[src/hw/rtl/sn83_pkg.sv]
`timescale 1ns / 1ps
package sn83_pkg;

  localparam int NAME_LEN     = 11;
  localparam int BASE_LEN_DEF = 8;
  localparam int EXT_START    = 8;
  localparam int Q_DEPTH      = 2;
  localparam int IDX_W        = $clog2(NAME_LEN);

  localparam logic [7:0] PAD_CHAR  = 8'h20;
  localparam logic [7:0] NUL_CHAR  = 8'h00;
  localparam logic [7:0] SEP_CHAR  = 8'h2F;
  localparam logic [7:0] DOT_CHAR  = 8'h2E;
  localparam logic [7:0] PRINT_LO  = 8'h21;
  localparam logic [7:0] PRINT_HI  = 8'h7E;
  localparam logic [7:0] LOWER_A   = 8'h61;
  localparam logic [7:0] LOWER_Z   = 8'h7A;
  localparam logic [7:0] CASE_DIFF = 8'h20;

  typedef logic [NAME_LEN-1:0][7:0] name_t;

  // one finished name waiting for the output side
  typedef struct packed {
    name_t bytes;
    logic  ok;
  } name_entry_t;

  // handshake between two stages
  typedef struct packed {
    logic valid;
    logic ready;
  } hs_t;

  function automatic logic is_forbidden(input logic [7:0] c);
    logic hit;
    hit = 1'b0;
    unique case (c)
      8'h7C, 8'h3C, 8'h3E, 8'h5E, 8'h2B, 8'h3D, 8'h3F, 8'h2F,
      8'h5B, 8'h5D, 8'h3B, 8'h2C, 8'h2A, 8'h22, 8'h5C: hit = 1'b1;
      default: hit = 1'b0;
    endcase
    return hit;
  endfunction

endpackage

[src/hw/rtl/short_name_8_3_parser.sv]
`timescale 1ns / 1ps
// 8.3 short name builder
// input channel: one path character per word on in_char_in (valid/ready).
//   ordinary characters produce nothing; 0x00 or '/' ends the name
// output channel: for each ended name, 11 words of name_byte, byte_index
//   0..10, name_ok (same on all 11) and last on byte 10, space padded
// throughput: the input side takes one character per cycle while the queue has
//   room; the output side sends one byte per cycle while out_ready is high
// the first byte of a name appears once its terminator's entry has been
//   written into the queue and then popped into the output shift register
// a two-entry name queue sits between the builder and the serializer, so
//   the next name keeps streaming in while the receiver stalls; in_ready
//   drops only once both queue entries are taken
// reset: synchronous active-low rst_n clears the name under construction
//   to spaces, empties the queue and idles the output
module short_name_8_3_parser #(
  parameter int BASE_LEN = sn83_pkg::BASE_LEN_DEF
) (
  input  logic       clk,
  input  logic       rst_n,
  input  logic       in_valid,
  output logic       in_ready,
  input  logic [7:0] in_char_in,
  output logic       out_valid,
  input  logic       out_ready,
  output logic [7:0] out_name_byte,
  output logic [3:0] out_byte_index,
  output logic       out_name_ok,
  output logic       out_last
);
  import sn83_pkg::*;

  hs_t         push_hs;
  name_entry_t push_entry;
  name_entry_t q_entry;
  logic        q_ready;
  logic        q_valid;
  logic        pop;

  // front: classify characters and build the 11-byte name
  sn83_front #(
    .BASE_LEN (BASE_LEN)
  ) u_front (
    .clk        (clk),
    .rst_n      (rst_n),
    .in_valid   (in_valid),
    .in_ready   (in_ready),
    .in_char_in (in_char_in),
    .push_hs    (push_hs),
    .push_entry (push_entry),
    .q_ready    (q_ready)
  );

  // finished names waiting for the serializer
  sn83_queue u_queue (
    .clk        (clk),
    .rst_n      (rst_n),
    .push_hs    (push_hs),
    .push_entry (push_entry),
    .q_ready    (q_ready),
    .q_valid    (q_valid),
    .q_entry    (q_entry),
    .pop        (pop)
  );

  // back: send the name out one byte per word
  sn83_back u_back (
    .clk            (clk),
    .rst_n          (rst_n),
    .q_valid        (q_valid),
    .q_entry        (q_entry),
    .pop            (pop),
    .out_valid      (out_valid),
    .out_ready      (out_ready),
    .out_name_byte  (out_name_byte),
    .out_byte_index (out_byte_index),
    .out_name_ok    (out_name_ok),
    .out_last       (out_last)
  );

  // last flag only on the final byte position
  a_last_idx : assert property (@(posedge clk) disable iff (!rst_n)
    out_valid && out_last |-> out_byte_index == 4'(NAME_LEN - 1))
    else $error("last flag on wrong byte index");

  // within a name the index steps by one per word
  a_idx_step : assert property (@(posedge clk) disable iff (!rst_n)
    out_valid && out_ready && !out_last |=>
      out_valid && (out_byte_index == $past(out_byte_index) + 4'd1))
    else $error("byte index did not advance");

  // name_ok holds across all bytes of one name
  a_ok_hold : assert property (@(posedge clk) disable iff (!rst_n)
    out_valid && out_ready && !out_last |=> out_name_ok == $past(out_name_ok))
    else $error("name_ok changed inside a name");

  // a name starts at byte 0 whenever out_valid rises
  a_start_zero : assert property (@(posedge clk) disable iff (!rst_n)
    $rose(out_valid) |-> out_byte_index == 4'd0)
    else $error("name did not start at byte 0");

endmodule

[src/hw/rtl/sn83_front.sv]
`timescale 1ns / 1ps
module sn83_front #(
  parameter int BASE_LEN = sn83_pkg::BASE_LEN_DEF
) (
  input  logic                  clk,
  input  logic                  rst_n,
  input  logic                  in_valid,
  output logic                  in_ready,
  input  logic [7:0]            in_char_in,
  output sn83_pkg::hs_t         push_hs,
  output sn83_pkg::name_entry_t push_entry,
  input  logic                  q_ready
);
  import sn83_pkg::*;

  localparam int POS_W = IDX_W + 1;
  localparam logic [POS_W-1:0] BASE_LIMIT = POS_W'(BASE_LEN - 1);
  localparam logic [POS_W-1:0] EXT_LIMIT  = POS_W'(NAME_LEN - 1);

  name_t            store_r, store_nxt;
  logic [POS_W-1:0] pos_r, pos_nxt;
  logic             dot_r, dot_nxt;
  logic             fail_r, fail_nxt;

  logic             acc;
  logic             is_term;
  logic             bad_char;
  logic [POS_W-1:0] limit;
  logic [7:0]       up_char;

  assign in_ready = q_ready;
  assign acc      = in_valid && in_ready;
  assign is_term  = (in_char_in == NUL_CHAR) || (in_char_in == SEP_CHAR);
  assign bad_char = is_forbidden(in_char_in) || (in_char_in < PRINT_LO) ||
                    (in_char_in > PRINT_HI);
  assign limit    = dot_r ? EXT_LIMIT : BASE_LIMIT;
  assign up_char  = ((in_char_in >= LOWER_A) && (in_char_in <= LOWER_Z)) ?
                    (in_char_in - CASE_DIFF) : in_char_in;

  assign push_hs.valid    = in_valid && is_term;
  assign push_hs.ready    = q_ready;
  assign push_entry.bytes = store_r;
  assign push_entry.ok    = !fail_r && (store_r[0] != PAD_CHAR);

  always_comb begin
    store_nxt = store_r;
    pos_nxt   = pos_r;
    dot_nxt   = dot_r;
    fail_nxt  = fail_r;
    if (acc) begin
      if (is_term) begin
        store_nxt = {NAME_LEN{PAD_CHAR}};
        pos_nxt   = '0;
        dot_nxt   = 1'b0;
        fail_nxt  = 1'b0;
      end else if (!fail_r) begin
        if (in_char_in == DOT_CHAR) begin
          if (dot_r) begin
            fail_nxt = 1'b1;
          end else begin
            dot_nxt = 1'b1;
            pos_nxt = POS_W'(EXT_START);
          end
        end else if (bad_char || (pos_r > limit)) begin
          fail_nxt = 1'b1;
        end else begin
          for (int k = 0; k < NAME_LEN; k++) begin
            if (pos_r == POS_W'(k)) begin
              store_nxt[k] = up_char;
            end
          end
          pos_nxt = pos_r + 1'b1;
        end
      end
    end
  end

  always_ff @(posedge clk) begin
    if (!rst_n) begin
      store_r <= {NAME_LEN{PAD_CHAR}};
      pos_r   <= '0;
      dot_r   <= 1'b0;
      fail_r  <= 1'b0;
    end else begin
      store_r <= store_nxt;
      pos_r   <= pos_nxt;
      dot_r   <= dot_nxt;
      fail_r  <= fail_nxt;
    end
  end

endmodule

[src/hw/rtl/sn83_queue.sv]
`timescale 1ns / 1ps
module sn83_queue (
  input  logic                  clk,
  input  logic                  rst_n,
  input  sn83_pkg::hs_t         push_hs,
  input  sn83_pkg::name_entry_t push_entry,
  output logic                  q_ready,
  output logic                  q_valid,
  output sn83_pkg::name_entry_t q_entry,
  input  logic                  pop
);
  import sn83_pkg::*;

  localparam int PW = (Q_DEPTH > 1) ? $clog2(Q_DEPTH) : 1;
  localparam int CW = $clog2(Q_DEPTH + 1);
  localparam logic [PW-1:0] PTR_LAST = PW'(Q_DEPTH - 1);

  name_entry_t       entry_r [Q_DEPTH];
  logic [PW-1:0]     wr_ptr_r, wr_ptr_nxt;
  logic [PW-1:0]     rd_ptr_r, rd_ptr_nxt;
  logic [CW-1:0]     count_r, count_nxt;
  logic              do_push;
  logic              do_pop;

  assign q_ready = (count_r != CW'(Q_DEPTH));
  assign q_valid = (count_r != '0);
  assign q_entry = entry_r[rd_ptr_r];
  assign do_push = push_hs.valid && push_hs.ready && q_ready;
  assign do_pop  = pop && q_valid;

  always_comb begin
    wr_ptr_nxt = wr_ptr_r;
    rd_ptr_nxt = rd_ptr_r;
    count_nxt  = count_r;
    if (do_push) begin
      wr_ptr_nxt = (wr_ptr_r == PTR_LAST) ? '0 : wr_ptr_r + 1'b1;
    end
    if (do_pop) begin
      rd_ptr_nxt = (rd_ptr_r == PTR_LAST) ? '0 : rd_ptr_r + 1'b1;
    end
    unique case ({do_push, do_pop})
      2'b10:   count_nxt = count_r + 1'b1;
      2'b01:   count_nxt = count_r - 1'b1;
      default: count_nxt = count_r;
    endcase
  end

  always_ff @(posedge clk) begin
    if (!rst_n) begin
      wr_ptr_r <= '0;
      rd_ptr_r <= '0;
      count_r  <= '0;
    end else begin
      wr_ptr_r <= wr_ptr_nxt;
      rd_ptr_r <= rd_ptr_nxt;
      count_r  <= count_nxt;
    end
  end

  always_ff @(posedge clk) begin
    if (do_push) begin
      entry_r[wr_ptr_r] <= push_entry;
    end
  end

endmodule

[src/hw/rtl/sn83_back.sv]
`timescale 1ns / 1ps
module sn83_back (
  input  logic                  clk,
  input  logic                  rst_n,
  input  logic                  q_valid,
  input  sn83_pkg::name_entry_t q_entry,
  output logic                  pop,
  output logic                  out_valid,
  input  logic                  out_ready,
  output logic [7:0]            out_name_byte,
  output logic [3:0]            out_byte_index,
  output logic                  out_name_ok,
  output logic                  out_last
);
  import sn83_pkg::*;

  localparam logic [IDX_W-1:0] IDX_LAST = IDX_W'(NAME_LEN - 1);

  name_t            name_r, name_nxt;
  logic [IDX_W-1:0] idx_r, idx_nxt;
  logic             ok_r, ok_nxt;
  logic             busy_r, busy_nxt;
  logic             fire;
  logic             at_last;

  assign at_last        = (idx_r == IDX_LAST);
  assign fire           = busy_r && out_ready;
  assign pop            = q_valid && (!busy_r || (fire && at_last));
  assign out_valid      = busy_r;
  assign out_name_byte  = name_r[0];
  assign out_byte_index = 4'(idx_r);
  assign out_name_ok    = ok_r;
  assign out_last       = at_last;

  always_comb begin
    name_nxt = name_r;
    idx_nxt  = idx_r;
    ok_nxt   = ok_r;
    busy_nxt = busy_r;
    if (pop) begin
      name_nxt = q_entry.bytes;
      ok_nxt   = q_entry.ok;
      idx_nxt  = '0;
      busy_nxt = 1'b1;
    end else if (fire) begin
      if (at_last) begin
        busy_nxt = 1'b0;
      end else begin
        // shift the next byte down to the output slot
        for (int k = 0; k < NAME_LEN - 1; k++) begin
          name_nxt[k] = name_r[k+1];
        end
        name_nxt[NAME_LEN-1] = PAD_CHAR;
        idx_nxt = idx_r + 1'b1;
      end
    end
  end

  always_ff @(posedge clk) begin
    if (!rst_n) begin
      idx_r  <= '0;
      busy_r <= 1'b0;
    end else begin
      idx_r  <= idx_nxt;
      busy_r <= busy_nxt;
    end
  end

  always_ff @(posedge clk) begin
    name_r <= name_nxt;
    ok_r   <= ok_nxt;
  end

endmodule
[config.mk]
export PLATFORM = sky130hd
export DESIGN_NAME = short_name_8_3_parser
export DESIGN_NICKNAME = d
export VERILOG_FILES = /design/src/hw/rtl/sn83_pkg.sv /design/src/hw/rtl/short_name_8_3_parser.sv /design/src/hw/rtl/sn83_front.sv /design/src/hw/rtl/sn83_queue.sv /design/src/hw/rtl/sn83_back.sv
export SDC_FILE = /design/constraint.sdc
export NUM_CORES = 1
export LEC_CHECK = 0
export BUFFER_PORTS_ARGS = -buffer_cell sky130_fd_sc_hd__buf_4
export CAP_MARGIN = 0
export CORE_MARGIN = 2
export CORE_UTILIZATION = 45
export CTS_CLUSTER_SIZE = 40
export DETAILED_ROUTE_END_ITERATION = 10
export SYNTH_ARGS = -nofsm -noshare
export SYNTH_HDL_FRONTEND = slang
export SYNTH_SLANG_ARGS = --single-unit
export TNS_END_PERCENT = 30
[constraint.sdc]
create_clock -name clk -period 8.6 [get_ports clk]
set_input_delay 0 -clock clk [delete_from_list [all_inputs] [get_ports clk]]
set_output_delay 0 -clock clk [all_outputs]
set_load 0.05 [all_outputs]
Word-level counts from Yosys, hierarchy flattened
Memories as Yosys holds them, arrays and structs flattened. A register that Yosys moved wholly into a read port is not among the register bits. Cells that the tools add are included. W data, S select, Z words.

Register bits after elaboration: 193. RAM bits: 178. Bits of input ports: 12. Output and inout port bits: 16. Word-level logic and storage cells: 180. Memories kept: 1.

Add/sub/neg operators: 7. $lt $le $gt $ge: 5. Equality and inequality tests: 37. Muxes and demuxes: 44. Bitwise operators: 2. Reductions and logical operators: 53.

Memories: u_queue.entry_r (words 2, width 89, rd ports 1, clocked after memory_dff 1, wr ports 1, RTL line sn83_queue.sv:18) `name_entry_t entry_r [Q_DEPTH];`.

Operators by type and width (count): $mux W88 (7); $mux W8 (12); $eq A8 B6 Y1 const B (11); $reduce_and A5 Y1 (11); $eq A8 B7 Y1 const B (5); $reduce_bool A2 Y1 (16); $mux W5 (5); $eq A5 B3 Y1 const B (4); $mux W1 (18); $eq A5 B4 Y1 const B (3); $reduce_or A15 Y1 (1); $eq A5 B2 Y1 const B (2); $logic_and A1 B1 Y1 (10); $ge A8 B7 Y1 const B (1); $gt A8 B7 Y1 const B (1); $le A8 B7 Y1 const B (1); $logic_not A8 Y1 (1); $lt A8 B6 Y1 const B (1); $ne A8 B6 Y1 const B (1); $sub A8 B6 Y8 const B (1); $ne A2 B2 Y1 const B (3); $reduce_and A2 Y1 (3); $add A5 B1 Y5 const B (1); $eq A5 B1 Y1 const B (1); other kinds (20) (28).

Depth between registers and ports, before layout
Gate-level depths: netlist of the first run.

Depth after elaboration: 10. Mapped depth: 13. Mapped depth without buffers: 11.

By module
From an unflattened synthesis of the first run, not the netlist that was laid out.

Cell total of the unflattened synthesis: 922. Area, all modules: 14754.2 um^2.

By module, submodules not included: sn83_queue (instances 1, cells an instance 302, area an instance 6645.1 um^2, sequential area each 5445.2 um^2); sn83_back (instances 1, cells an instance 228, area an instance 4112.7 um^2, sequential area each 2772.7 um^2); sn83_front (instances 1, cells an instance 392, area an instance 3996.3 um^2, sequential area each 1901.8 um^2).

Worst setup path before layout of the first run
Ideal clock, no wire load.

Kind: register to register. Start: register u_queue.count_r[0]. End: memory u_queue.entry_r[0][0] (netlist name), enable pin. Library setup time: 537 ps. Arrival time: 5326 ps. Data required time: 8063 ps. Setup slack: 2737 ps. Stages on the path, launching flop included: 8. Path buffers: 2. Clock period less this slack: 5863 ps. Path through: dfxtp_1 > clkbuf_1 > nand2b_1 > nand2_2 > nor2_4 > inv_2 > buf_2 > nor2_1.

Word-level cells in the longest chain between the ends: 5.

Ends and longest elaborated chain: start: declaration (RTL line sn83_queue.sv:21) `logic [CW-1:0] count_r, count_nxt;`; start signal: assignment (RTL line sn83_queue.sv:56) `count_r <= count_nxt;`; $ne A2 B2 Y1 * (RTL line sn83_queue.sv:25) `assign q_ready = (count_r != CW'(Q_DEPTH));`; via in_ready (RTL line short_name_8_3_parser.sv:22) `output logic in_ready,`; $logic_and A1 B1 Y1 (RTL line sn83_queue.sv:28) `assign do_push = push_hs.valid && push_hs.ready && q_ready;`; $logic_and A1 B1 Y1 * (RTL line sn83_queue.sv:28); $mux W1 * (RTL line sn83_queue.sv:61) `if (do_push) begin`; $mux W1 (implied by the code) * (RTL line sn83_queue.sv:62) `entry_r[wr_ptr_r] <= push_entry;`; end: declaration (RTL line sn83_queue.sv:18).

The timed path passes the listed nets; every way through them passes the cells marked *.

Worst setup path after layout of the first run
Start: input in_char_in[0]. End: memory u_queue.entry_r[0][31] (netlist name), enable pin.

Word-level cells in the longest chain between the ends: 7. Elaborated cells between the ends (all ways): 8. Those cells by class: eq/ne (1); mux (2); reduce/logical (5).

Ends and longest elaborated chain: start: declaration (RTL line short_name_8_3_parser.sv:23) `input logic [7:0] in_char_in,`; $eq A8 B6 Y1 / $logic_not A8 Y1 (equally long branches) (RTL line sn83_front.sv:33) `assign is_term = (in_char_in == NUL_CHAR) || (in_char_in == SEP_CHAR);`; $logic_or A1 B1 Y1 * (RTL line sn83_front.sv:33); $logic_and A1 B1 Y1 * (RTL line sn83_front.sv:40) `assign push_hs.valid = in_valid && is_term;`; $logic_and A1 B1 Y1 * (2 in a row) (RTL line sn83_queue.sv:28); $mux W1 * (RTL line sn83_queue.sv:61); $mux W1 (implied by the code) * (RTL line sn83_queue.sv:62).

Every way passes the cells marked *; elsewhere a longest branch is shown, timed or not.

==> results of run 1 <==
-- cells in the mapped netlist, types with 15 or more instances --
library cell / instances / area share (%)
clkbuf_1: 39 / 1.0
dfxtp_1: 105 / 14
edfxtp_1: 267 / 55
mux2i_1: 110 / 7.5
a22o_1: 24 / 1.4
nand2_1: 45 / 1.2
o2bb2ai_1: 16 / 0.96
o21ai_0: 15 / 0.51
a21oi_1: 94 / 3.2
nand3_1: 22 / 0.75
inv_1: 21 / 0.54
nor2_1: 121 / 3.1
-- area by class of cell --
type / instances / area [sq um] / area share (%)
multi-input cells: 595 / 4085 / 24.98
repair buffers: 43 / 340.3 / 2.081
clock buffers: 53 / 1080 / 6.603
clock inverters: 19 / 127.6 / 0.7805
well taps: 402 / 503.0 / 3.076
inverters: 24 / 92.59 / 0.5662
flip-flops and latches: 372 / 10120 / 61.91
-- kinds of logic (layout without fill, tap and decap cells) --
family / after synthesis / after routing / synth area share [%]
buffers and inverters: 90 / 139 / 2.828
muxes: 111 / 111 / 7.618
and+or+nand+nor: 255 / 255 / 8.518
adders and majority gates: 12 / 12 / 1.028
xor gates and xnor gates: 6 / 6 / 0.3599
AOI/OAI and AO/OA: 211 / 211 / 10.33
DFF: 372 / 372 / 69.31
-- state kept, by name, summed over array words and instances, names as in the netlist, named ones only --
signal and flops:
u_back.out_byte_index 4, u_back.name_r 80, u_queue.count_r 2, u_front.fail_r 1, u_queue.entry_r 178, u_queue.rd_ptr_r 1
u_front.push_entry 88, u_queue.wr_ptr_r 1, u_front.dot_r 1, u_front.pos_r 5, u_back.out_valid 1, u_back.out_name_byte 8
u_back.out_name_ok 1
-- per-layer routing --
metal  vias to the layer above  global-route usage, %
li1                       4006                      -
met1                      4149                  25.06
met2                       201                  29.22
met3                        43                  3.063
met4                         0                  4.960
met5                         -                      0
-- how the worst max path moves through the flow --
stage               cells past startpoint                     end  slack [ps]          startpoint
finish                                  8  u_queue.entry_r[0][31]        5190       in_char_in[0]
global placement                        7  u_queue.entry_r[0][47]        5270       in_char_in[0]
detailed placement                      7   u_queue.entry_r[0][3]        5180       in_char_in[0]
CTS                                     8  u_queue.entry_r[0][36]        5170       in_char_in[0]
global route                            8  u_queue.entry_r[0][31]        5020       in_char_in[0]
floorplan                               7   u_queue.entry_r[0][0]        2740  u_queue.count_r[0]
-- worst min-delay path: stages --
cell and delay, ps:
buf_4 80, nand2_2 130, nor2_1 140, a22oi_1 70, nor2_1 80
-- metrics by stage --
stage               utilization [%]  std cells
floorplan                         -       1057
global placement              47.53       1429
detailed placement            47.53       1429
CTS                           51.55       1508
global route                  51.55       1508
finish                        51.55       1508
-- power by group through the flow --
| stage | logic [mW] | registers [mW] | clock network [mW] |
|---|---|---|---|
| 2_1_floorplan | 0.814 | 2.43 | 0 |
| 3_3_place_gp | 1.02 | 2.48 | 0 |
| 3_5_place_dp | 1.03 | 2.48 | 0 |
| 4_1_cts | 1.04 | 2.44 | 1.61 |
| 5_1_grt | 1.14 | 2.46 | 1.69 |
| 6_report | 1.03 | 2.44 | 1.57 |
==> impl_metrics.csv, run 1 <==
group,metric,value,unit
outcome,status,"finished, final reports clean",
detailed_routing,wl_met2,14.06,mm
yosys,synth_edf_count,267,
clocking,postCtsSetupRepairBufs,0,
detailed_routing,first_iter_violations,540,
detailed_routing,vias,8399,
sta,tns,0,ps
finish,final_common_cell,"edfxtp_1",
flow_run,drv_cap,0,
place,portBuffers,27,
clocking,htree_levels,2,
place,hpwl,18.09,mm
setup_path,slowest_stage,"buf_4",
detailed_routing,wl_met1,13.44,mm
sta,timing_hold_violations_final,0,
detailed_routing,drt-wirelength-per-cell,19.65,um
floorplanning,rows,65,
sta,finalSetupViolCount,0,
clocking,clk_pin_slew_worst_paths,60,ps
detailed_routing,top_layer_used,"met4",
detailed_routing,met3_length,1.589,mm
setup_path,cp_num_buf_inv,4,
yosys,syn_area_per_cell,13.81,sq um
setup_path,cp-end-kind,"flop",
hold_path,hp-class,"in2reg",
global_routing,grt_pass1_wl,47.01,mm
sta,min_period,3414,ps
pwr,p_total,5.034,mW
clocking,numCtsBuffers,39,
floorplanning,fp.dieW,184.1,um
place,dp_slack,5180,ps
setup_path,worstReg2RegStart,"u_back.out_byte_index[1]",
finish,finalInstanceArea,16350,sq um
clocking,cts_sinks,372,
setup_path,cp_top_family,"buffers and inverters",
floorplanning,initial_core_util,46.03,%
pwr,irDropWorstVdd,0.1936,mV
pwr,power_density,307.9,nW/um^2
setup_path,worstRegToRegCells,9,
yosys,syn-num-nets,1081,
yosys,synth_cell_types,71,
yosys,synth-main-ff-cell,"edfxtp_1",
global_routing,grt_max_degree,93,
pwr,p_leak,5.313,nW
sta,maxSlewHeadroom,28.67,%
pwr,clock_power_share,31.3,%
hold_path,hold_end,"u_front.fail_r",
setup_path,crit_path_cell_trace,"dlygate4sd3_1 > buf_4 > or4_4 > o22a_1 > nor2_4 > inv_2 > nor2_4 > buf_4",
clocking,clk_path_buf_depth,3,
setup_path,path_max_fanout,73,
finish,antenna_cells,0,
global_routing,grt_overflow,0,
sta,timing.final.crit_share,39.69,%
sta,tightest_slew,1070,ps
detailed_routing,drc_errors,0,
pwr,pwr-share-comb,20.4,%
sta,fmax,292.9,MHz
setup_path,crit_path_start_kind,"input port",
yosys,yosysSeqAreaShare,69.31,%
place,placed_area,15070,sq um
detailed_routing,first_pass_iters,5,
floorplanning,dieArea,33900,sq um
finish,fillCellCount,2737,
clocking,cts_tree,"done",
yosys,synthArstFlopShare,0,%
yosys,yosys_warnings,0,
hold_path,holdPathStages,5,
clocking,cts_hold_buf,7,
finish,mostFrequentLayoutCells,"edfxtp_1 (267), nor2_1 (120), mux2i_1 (110)",
floorplanning,die_h,184.1,um
setup_path,r2r-end,"u_back.name_r[59]",
sta,final.setup.worst_slack,5186,ps
yosys,syn-cell-area,14600,sq um
sta,rsz0062_at_grt,"false",
pwr,intPower,3.550,mW
setup_path,slowest_delay,880,ps
setup_path,cp.arrival,3560,ps
clocking,insertion_delay,530,ps
clocking,ctsResizeCount,0,
detailed_routing,viasPerCell,5.570,
finish,layout-drive-gt1-share,11.21,%
sta,maxSlewViolCount,0,
global_routing,antenna_found_initial,0,
sta,holdWs,20.55,ps
pwr,p_sw_share,29.48,%
floorplanning,coreArea,31720,sq um
global_routing,grt_usage,17.98,%
global_routing,grt_pass1_vias,8255,
detailed_routing,routed_wl,29.64,mm
sta,clock_skew,16.41,ps
pwr,netSwitchingPower,1.484,mW
finish,area_growth,12.00,%
setup_path,path_class,"in2reg",
place,place_congestion,0.8378,
yosys,yosys_register_bits,372,
finish,final_nets,1099,
setup_path,rrSetupSlack,5400,ps
yosys,netlist_instances,1057,
hold_path,min_from,"in_valid",
detailed_routing,ant_nets,0,
setup_path,crit_required,8740,ps
pwr,seqPwrFrac,48.4,%
floorplanning,io_pins,28,
clocking,cts_root_buf,"clkbuf_16",
No activity file was read; power rests on OpenSTA's default activity.
==> inputs of run 2 (changes only) <==
clock period = 2.9 ns   (was 8.6 ns; I/O delays follow)
==> impl_metrics.csv, run 2 (synthesis gave the netlist of run 1 again) <==
group,metric,value,unit
floorplanning,rows,65,
setup_path,r2r-end,"u_front.push_entry[75]",
clocking,cts_root_buf,"clkbuf_16",
global_routing,antenna_found_initial,0,
clocking,ctsResizeCount,0,
sta,final.setup.worst_slack,123.0,ps
global_routing,grt_pass1_wl,48.32,mm
sta,finalSetupViolCount,0,
place,placed_cells,1457,
place,dp_slack,178.7,ps
global_routing,grt_pass1_vias,8360,
setup_path,cp-end-kind,"flop",
finish,final_common_cell,"edfxtp_1",
finish,layout-drive-gt1-share,14.37,%
setup_path,path_class,"reg2reg",
floorplanning,die_h,184.1,um
pwr,irDropWorstVdd,0.8035,mV
finish,mostFrequentLayoutCells,"edfxtp_1 (267), nor2_1 (120), mux2i_1 (110)",
clocking,postCtsSetupRepairBufs,0,
sta,fmax,360.1,MHz
sta,rsz0062_at_grt,"true",
sta,clock_skew,14.17,ps
setup_path,cp_top_family,"simple AND/OR/NAND/NOR gates",
global_routing,grt_usage,18.51,%
clocking,htree_levels,2,
global_routing,grt_overflow,0,
setup_path,crit_path_start_kind,"flop",
floorplanning,io_pins,28,
flow_run,drv_cap,0,
detailed_routing,first_pass_iters,6,
detailed_routing,viasPerCell,5.619,
setup_path,slowest_delay,630,ps
sta,timing.final.crit_share,95.76,%
detailed_routing,drt-wirelength-per-cell,19.85,um
setup_path,crit_path_cell_trace,"inv_1 > ha_1 > inv_1 > or2_2 > a22oi_2 > nand4_4 > or3_1 > o2bb2ai_1",
sta,maxSlewViolCount,0,
setup_path,crit_end,"u_front.push_entry[75]",
clocking,clk_pin_slew_worst_paths,60,ps
sta,maxSlewHeadroom,61.29,%
finish,regMostFlops,"u_queue.entry_r",
finish,multi_input_area,4088,sq um
setup_path,rrSetupSlack,120,ps
place,portBuffers,27,
place,place_congestion,0.8845,
sta,tightest_slew,580.7,ps
detailed_routing,first_iter_violations,672,
floorplanning,coreArea,31720,sq um
setup_path,cp.arrival,3220,ps
setup_path,cp.depth,8,
clocking,clk_path_buf_depth,3,
detailed_routing,ant_nets,0,
detailed_routing,drc_errors,0,
detailed_routing,vias,8631,
floorplanning,initial_core_util,46.03,%
finish,fillCellCount,2656,
hold_path,min_from,"in_valid",
finish,fin_cells,1536,
floorplanning,fp.dieW,184.1,um
finish,antenna_cells,0,
detailed_routing,routed_wl,30.50,mm
setup_path,crit_required,3340,ps
setup_path,path_max_fanout,26,
outcome,status,"finished, final reports clean",
clocking,cts_tree,"done",
clocking,numCtsBuffers,40,
pwr,power_density,930.5,nW/um^2
floorplanning,dieArea,33900,sq um
setup_path,worstRegToRegCells,8,
clocking,insertion_delay,510,ps
global_routing,grt_max_degree,76,
setup_path,cp_common_cell,"inv_1",
finish,seq_area,10120,sq um
sta,min_period,2777,ps
finish,final_nets,1128,
finish,largest_reg_flops,178,
clocking,cts_sinks,372,
setup_path,slowest_stage,"or3_1",
pwr,p_leak,5.564,nW
sta,timing_hold_violations_final,0,
setup_path,worstSetupStartpoint,"u_front.pos_r[0]",
finish,area_growth,15.30,%
place,hpwl,19.11,mm
setup_path,cp_num_buf_inv,2,
setup_path,worstReg2RegStart,"u_front.pos_r[0]",
hold_path,hp-class,"in2reg",
-- run 2: cell count changes in the layout (fill, tap and decap cells not counted), moves of 3 or more --
cell | previous run | this run
buf_12 | 0 | 9
buf_4 | 36 | 55
bufinv_16 | 1 | 4
clkbuf_16 | 40 | 43
clkinv_1 | 11 | 3
-- run 2: how the worst min path moves through the flow --
stage | end | slack [ps] | cells past startpoint
final | u_front.fail_r | 50 | 5
after floorplan | u_back.out_valid | 200 | 3
after global routing | u_queue.wr_ptr_r | 120 | 5
after detailed placement | u_back.out_valid | 340 | 4
after CTS | u_front.fail_r | 30 | 5
after global placement | u_back.out_valid | 340 | 4
-- run 2: per-stage QoR --
stage	hold slack [ps]	setup TNS (ps)	utilization (%)	total power, mW	area, sq um
final	52.78	0	53.07	15.66	16830
after floorplan	200.8	-32840	-	9.568	14630
after global placement	338.6	0	48.55	10.59	15400
after detailed placement	340.4	0	48.55	10.66	15400
after CTS	31.31	0	53.07	15.83	16830
after global routing	123.3	-156.0	53.07	16.43	16830
-- run 2: report_power, final --
group	internal (mW)	total (mW)	switching [mW]	leakage, nW
clock	3.19	5.18	1.99	0.663
sequential	6.83	7.15	0.313	3.21
combinational	1.15	3.34	2.18	1.69
-- run 2: worst reg2reg max path: cells and delay by family (launching register included) --
| kind | cells | cell delay [ps] |
|---|---|---|
| adder cells (fa/ha/maj) | 1 | 290 |
| buffers and inverters | 2 | 170 |
| AND/OR/NAND/NOR | 3 | 1330 |
| AO/OA/AOI/OAI | 2 | 490 |
| flip-flops | 1 | 420 |
-- run 2: layout make-up --
| class | count | area share (%) |
|---|---|---|
| clock buffer | 56 | 6.979 |
| clock inverter | 16 | 1.122 |
| inverter | 24 | 0.5500 |
| multi-input combinational | 595 | 24.28 |
| sequential | 372 | 60.14 |
| tap | 402 | 2.988 |
| timing repair buffer | 71 | 3.939 |
-- run 2: what timing repair did --
| action | CTS | global route |
|---|---|---|
| endpoints found under the hold margin | 35 | 0 |
| hold buffers | 7 | 0 |
| endpoints found under the setup margin | 0 | 14 |
-- run 2: layer usage --
metal  global-route usage [%]  wire length, um
met5                        0                0
met4                    4.928              602
met3                    2.826             1222
met2                    29.72            14270
met1                    26.41            14400
==> inputs of run 3 (changes only) <==
CORE_UTILIZATION = 50   (was 45)
PLACE_DENSITY = 0.68   (was not set)
SETUP_SLACK_MARGIN = 0.15   (was not set)
==> impl_metrics.csv, run 3 (synthesis gave the netlist of run 1 again) <==
group,metric,value,unit
sta,holdWs,109.2,ps
floorplanning,dieArea,30580,sq um
pwr,power_density,901.4,nW/um^2
setup_path,crit_path_cell_trace,"inv_1 > ha_1 > inv_1 > or2_2 > a22oi_2 > and4_4 > a41oi_2 > a22o_1",
clocking,cts_tree,"done",
global_routing,grt_max_degree,96,
setup_path,rrSetupSlack,240,ps
place,place_congestion,0.8757,
finish,fillCellCount,2266,
floorplanning,coreArea,28700,sq um
setup_path,cp.arrival,3070,ps
sta,fmax,376.3,MHz
clocking,numCtsBuffers,38,
clocking,cts_sinks,372,
clocking,clk_path_buf_depth,3,
global_routing,grt_usage,19.76,%
sta,tightest_slew,747.0,ps
place,hpwl,18.91,mm
detailed_routing,routed_wl,29.96,mm
detailed_routing,drt-wirelength-per-cell,19.71,um
floorplanning,rows,62,
global_routing,grt_pass1_vias,8548,
setup_path,cp_top_family,"compound AO/OA/AOI/OAI gates",
floorplanning,initial_core_util,50.87,%
setup_path,path_class,"reg2reg",
finish,regMostFlops,"u_queue.entry_r",
flow_run,drv_cap,0,
global_routing,antenna_found_initial,0,
finish,final_common_cell,"edfxtp_1",
detailed_routing,first_pass_iters,5,
clocking,insertion_delay,530,ps
clocking,clk_pin_slew_worst_paths,60,ps
setup_path,slowest_delay,510,ps
finish,mostFrequentLayoutCells,"edfxtp_1 (267), nor2_1 (120), mux2i_1 (110)",
sta,maxSlewViolCount,0,
detailed_routing,vias,8636,
pwr,irDropWorstVdd,0.8740,mV
setup_path,crit_required,3310,ps
detailed_routing,ant_nets,0,
outcome,status,"finished, final reports clean",
clocking,htree_levels,2,
sta,maxSlewHeadroom,49.81,%
sta,timing.final.crit_share,91.64,%
clocking,ctsResizeCount,0,
place,portBuffers,27,
sta,clock_skew,26.56,ps
global_routing,grt_pass1_wl,47.31,mm
sta,rsz0062_at_grt,"true",
pwr,p_total,15.05,mW
pwr,p_leak,5.507,nW
setup_path,cp_common_cell,"inv_1",
sta,final.setup.worst_slack,242.6,ps
setup_path,crit_path_start_kind,"flop",
finish,area_growth,14.32,%
setup_path,cp-end-kind,"flop",
floorplanning,fp.dieW,174.9,um
global_routing,grt_overflow,0,
finish,antenna_cells,0,
finish,final_nets,1130,
detailed_routing,viasPerCell,5.682,
setup_path,path_max_fanout,21,
sta,timing_hold_violations_final,0,
sta,finalSetupViolCount,0,
setup_path,cp_num_buf_inv,2,
hold_path,hp-class,"in2reg",
finish,layout-drive-gt1-share,14.26,%
detailed_routing,first_iter_violations,665,
finish,largest_reg_flops,178,
detailed_routing,drc_errors,0,
sta,min_period,2657,ps
floorplanning,die_h,174.9,um
clocking,cts_root_buf,"clkbuf_16",
setup_path,slowest_stage,"and4_4",
floorplanning,io_pins,28,
place,dp_slack,200.5,ps
## run 3: routing by layer
layer  up-vias  track usage, %  wire length [um]  part of all wire [%]
li1       4076               -                 -                     -
met1      4239           27.21             13380                    45
met2       267           32.13             14130                    47
met3        54           3.416              1673                   5.6
met4         0           6.458               777                   2.6
met5         -               0                 0                     0
## run 3: where the power goes
| part | switching [mW] | leakage, nW | total, mW | internal, mW |
|---|---|---|---|---|
| Clock | 1.95 | 0.586 | 4.65 | 2.70 |
| Combinational | 2.13 | 1.71 | 3.27 | 1.14 |
| Sequential | 0.293 | 3.21 | 7.13 | 6.83 |
## run 3: area by class of cell
| type | instances | area, sq um | share of cell area [%] |
|---|---|---|---|
| well taps | 384 | 480.5 | 2.879 |
| repair buffers | 75 | 698.2 | 4.183 |
| clock inverters | 17 | 161.4 | 0.9670 |
| inverters | 24 | 92.59 | 0.5547 |
| multi-input cells | 595 | 4096 | 24.54 |
| flip-flops and latches | 372 | 10120 | 60.66 |
| clock buffers | 53 | 1037 | 6.214 |
## run 3: tightest hold or removal path: stages
cell and delay [ps]:
buf_4 140, nor4b_2 80, nand3_1 100, nand2_1 110, o22ai_1 150
## run 3: worst paths after layout
kind	endpoint	cells past startpoint	startpoint
setup / recovery	u_front.push_entry[2]	8	u_front.pos_r[0]
hold / removal	u_front.push_entry[66]	5	in_char_in[6]
setup reg to reg	u_front.push_entry[2]	8	u_front.pos_r[0]
hold reg to reg	u_queue.entry_r[0][23]	0	u_front.push_entry[23]
## run 3: stage by stage
| step | area [sq um] | cells | TNS [ps] | util [%] |
|---|---|---|---|---|
| detailed placement | 15360 | 1435 | 0 | 53.50 |
| floorplan | 14650 | 1057 | -19100 | - |
| CTS | 16650 | 1514 | 0 | 57.99 |
| global route | 16690 | 1520 | 0 | 58.15 |
| global placement | 15360 | 1435 | 0 | 53.50 |
| finish | 16690 | 1520 | 0 | 58.15 |
## run 3: timing repair
item / CTS / global route
hold buffers: 9 / 0
buffers inserted: 0 / 6
endpoints found under the setup margin: 0 / 48
hold endpoints to repair: 23 / 0
